===== src/rtl/drc_pkg.sv =====
package drc_pkg;

   localparam int EdgeWidth = 18;
   localparam int FieldWidth = 15;

   typedef enum logic [1:0] {
      FUNC_ADD   = 2'd0,
      FUNC_FULL  = 2'd1,
      FUNC_EMIT  = 2'd2,
      FUNC_CLEAR = 2'd3
   } func_type;

   typedef enum logic [3:0] {
      ST_IDLE,
      ST_PASS_START,
      ST_RD_I,
      ST_LAT_I,
      ST_RD_J,
      ST_CMP,
      ST_RD_LAST,
      ST_WR_LAST,
      ST_CLIP_RD,
      ST_CLIP_CHK,
      ST_EMIT_RD,
      ST_EMIT_OUT,
      ST_EMPTY_OUT
   } state_type;

   typedef struct packed {
      logic signed [EdgeWidth-1:0] x0;
      logic signed [EdgeWidth-1:0] y0;
      logic signed [EdgeWidth-1:0] x1;
      logic signed [EdgeWidth-1:0] y1;
   } box_type;

   typedef enum logic [1:0] {
      CSR_FRAME_WIDTH  = 2'd0,
      CSR_FRAME_HEIGHT = 2'd1
   } csr_index_type;

endpackage


===== src/rtl/drc_box_unit.sv =====
module drc_box_unit (
   input  drc_pkg::box_type a,
   input  drc_pkg::box_type b,
   output logic             touch,
   output drc_pkg::box_type merged
);
   import drc_pkg::*;

   always_comb begin
      touch = !(a.x0 > b.x1 || b.x0 > a.x1 || a.y0 > b.y1 || b.y0 > a.y1);
      merged.x0 = (a.x0 < b.x0) ? a.x0 : b.x0;
      merged.y0 = (a.y0 < b.y0) ? a.y0 : b.y0;
      merged.x1 = (a.x1 > b.x1) ? a.x1 : b.x1;
      merged.y1 = (a.y1 > b.y1) ? a.y1 : b.y1;
   end

endmodule


===== config.mk =====
export PLATFORM = sky130hd
export DESIGN_NAME = drc_box_unit
export DESIGN_NICKNAME = d
export VERILOG_FILES = /design/src/rtl/drc_pkg.sv /design/src/rtl/drc_box_unit.sv
export SDC_FILE = /design/constraint.sdc
export NUM_CORES = 1
export LEC_CHECK = 0
export BUFFER_PORTS_ARGS = -buffer_cell sky130_fd_sc_hd__buf_2
export CAP_MARGIN = 30
export CORE_MARGIN = 3
export CORE_UTILIZATION = 40
export DETAILED_ROUTE_END_ITERATION = 10
export GPL_TIMING_DRIVEN = 0
export PLACE_DENSITY = 0.73
export SLEW_MARGIN = 20
export SYNTH_ARGS = -nofsm -noshare
export SYNTH_HDL_FRONTEND = slang
export SYNTH_SLANG_ARGS = --single-unit

===== constraint.sdc =====
create_clock -name vclk -period 1.97
set_input_delay 0.0985 -clock vclk [all_inputs]
set_output_delay 0.0985 -clock vclk [all_outputs]
set_load 0.01 [all_outputs]

==> flow_summary.toml <==
[die]
die_h_um = 114
chipWidth_um = 114
row_count = 38
design.core.area_sq_mm = 0.0111
initial_core_util = 0.418
ioPinCount = 217
die-area_sq_mm = 0.0129

[final_layout]
layout-drive-gt1-share = 0.494
seq_cells = 0
nClkBuffers = 0
n_antenna_cell = 0
final_common_cell = "buf_2"
final_util = 0.696
nets = 1148
ff_latch_area_sq_um = 0
syn_to_final_growth_pct = 66.6
finalNonFillerCells = 1000
most-common-layout-cells = "159 x buf_2, 106 x ha_1, 71 x inv_1"

[sta]
finalWorstSetupSlack_ps = -367
min_period_ps = 2340
rsz0062_at_grt = "true"
fin_hold_ws_ps = 508
setup_viol_count_final = 72
fin_crit_sh = 1.19
relSlewSlack = 0.625
drv_slew = 0
worstMarginPinSlew_ps = 562
finalHoldViolCount = 0
fmaxAchievable_ghz = 0.428

[job]
max_cap_viol_count = 0

[synth]
synthTopCellsByArea = "ha_1 38%, mux2i_1 11%, inv_1 9.4%"
synth_cells = 607
seq_area_frac_synth = 0
syn_area_sq_mm = 0.00463
synth_mux_area_frac = 0.163
syn_nets = 893
yosysTopAreaCell = "ha_1"
synth_adder_area_share = 0.384
synth_xor_xnor_area_share = 0.00189
yosysTopAreaCellShare = 0.384
ys_types = 43
synth_compound_area_frac = 0.215
yosys_warnings = 0
syn_avg_cell_area_sq_um = 7.63
synth-simple-area-share = 0.120
synth_top_family_by_area = "adder cells"

[place]
pre_cts_ws_ps = -658
port_buffers = 217
place_congestion = 0.882
dp_cells = 964
dp.final_hpwl_um = 13500

[global_routing]
grt_pass1_wl_um = 27300
grt_pass1_vias = 5570
antenna_found_initial = 0
grtUsageTotal = 0.256
overflow = 0
grt_max_degree = 11

[worst_setup_path]
cpMaxStageDelayCell = "a221oi_2"
required_ps = 1870
cp-endpoint = "merged[25]"
endpoint_kind = "output port"
max_stage_delay_ps = 330
path_class = "in2out"
path_cells = "buf_8 > inv_6 > ha_4 > a21o_1 > a21oi_2 > o221ai_2 > a221oi_2 > nor3_1 > o21ai_1 > buf_6 > buf_12 > buf_16 > mux2i_4 > buf_2"
path_max_fanout = 5
cp-start-kind = "input port"
crit_start = "b[21]"
critPathArrivalTime_ps = 2240

[cts]
cts_hold_buf = 0

[detailed_routing]
routed-wl-met2_um = 9370
routed.top_layer = "met4"
vias_per_cell = 5.57
initialDrtViolationCount = 335
drc_errors = 0
met1_length_um = 6980
routed_wl_um = 18100
vias = 5566
met3_length_um = 1350
dr.pass1.iters = 5
wl_per_cell_um = 18.1
final_antenna_net_count = 0

[pwr]
powerDensity_mw_per_mm2 = 330
p_leak_nw = 4.09
p_total_mw = 2.54
ir_worst_vdd_mv = 0.261

[hold_path]
min_path_type = "in2out"

[run_status]
violations = "setup timing"
status = "finished with violations"
-- area by class of cell --
class / count / area [sq um]
Inverter: 117 / 472
Multi-Input combinational cell: 476 / 5060
Buffer: 12 / 128
Tap cell: 140 / 175
Fill cell: 815 / 3360
Timing Repair Buffer: 255 / 1880
-- metal layers --
metal,track usage,vias to the layer above
met5,0,-
met3,0.0281,33
li1,-,2712
met2,0.500,265
met4,0.0505,0
met1,0.296,2556
-- power breakdown --
group	switching, mW	total, mW	internal (mW)
Sequential	0	0	0
Combinational	1.21	2.54	1.33
Clock	0	0	0
Total	1.21	2.54	1.33
-- how the worst min path moves through the flow --
| stage | end | start | slack [ps] | cells after the start |
|---|---|---|---|---|
| detailed placement | merged[45] | a[45] | 530 | 3 |
| floorplan | merged[45] | a[45] | 340 | 1 |
| finish | merged[38] | b[38] | 510 | 3 |
| global route | merged[38] | b[38] | 510 | 3 |
| global placement | merged[45] | a[45] | 540 | 3 |
| CTS | merged[40] | b[40] | 510 | 3 |
-- synth_stat cells (all sizes together), types with 6 or more instances --
library cell / instances
o21ai: 16
mux2i: 53
ha: 142
buf: 8
a211oi: 24
clkbuf: 6
inv: 117
a21o: 33
and4: 8
nor2b: 9
nor2: 39
nand4: 20
a21oi: 50
nand2: 24
mux2: 20
-- logic make-up (layout without fill, tap and decap cells) --
logic type,after synthesis,after routing
buffers and inverters,131,384
adder cells (fa/ha/maj),142,142
AND/OR/NAND/NOR,112,112
XOR/XNOR,1,1
multiplexers,73,73
AO/OA/AOI/OAI,148,148
-- worst max-delay path, delay by kind of cell --
family	cells	cell delay, ps
AOI/OAI and AO/OA	5	930
muxes	1	220
buffers and inverters	6	710
adders and majority gates	1	190
and+or+nand+nor	1	80
-- stage by stage --
stage	area [sq um]	TNS [ps]
after floorplan	4970	-16.4
after global placement	6230	-27430
after detailed placement	6230	-28810
after CTS	7330	-18130
after global routing	7710	-22680
final	7710	-16420
-- repair_timing --
action,CTS,global route
pin swaps,75,49
setup buffers,28,8
endpoints found under the hold margin,0,0
cloned,4,0
setup endpoints to repair,73,72
resized for setup,179,79
No activity file was read; power rests on OpenSTA's default activity.
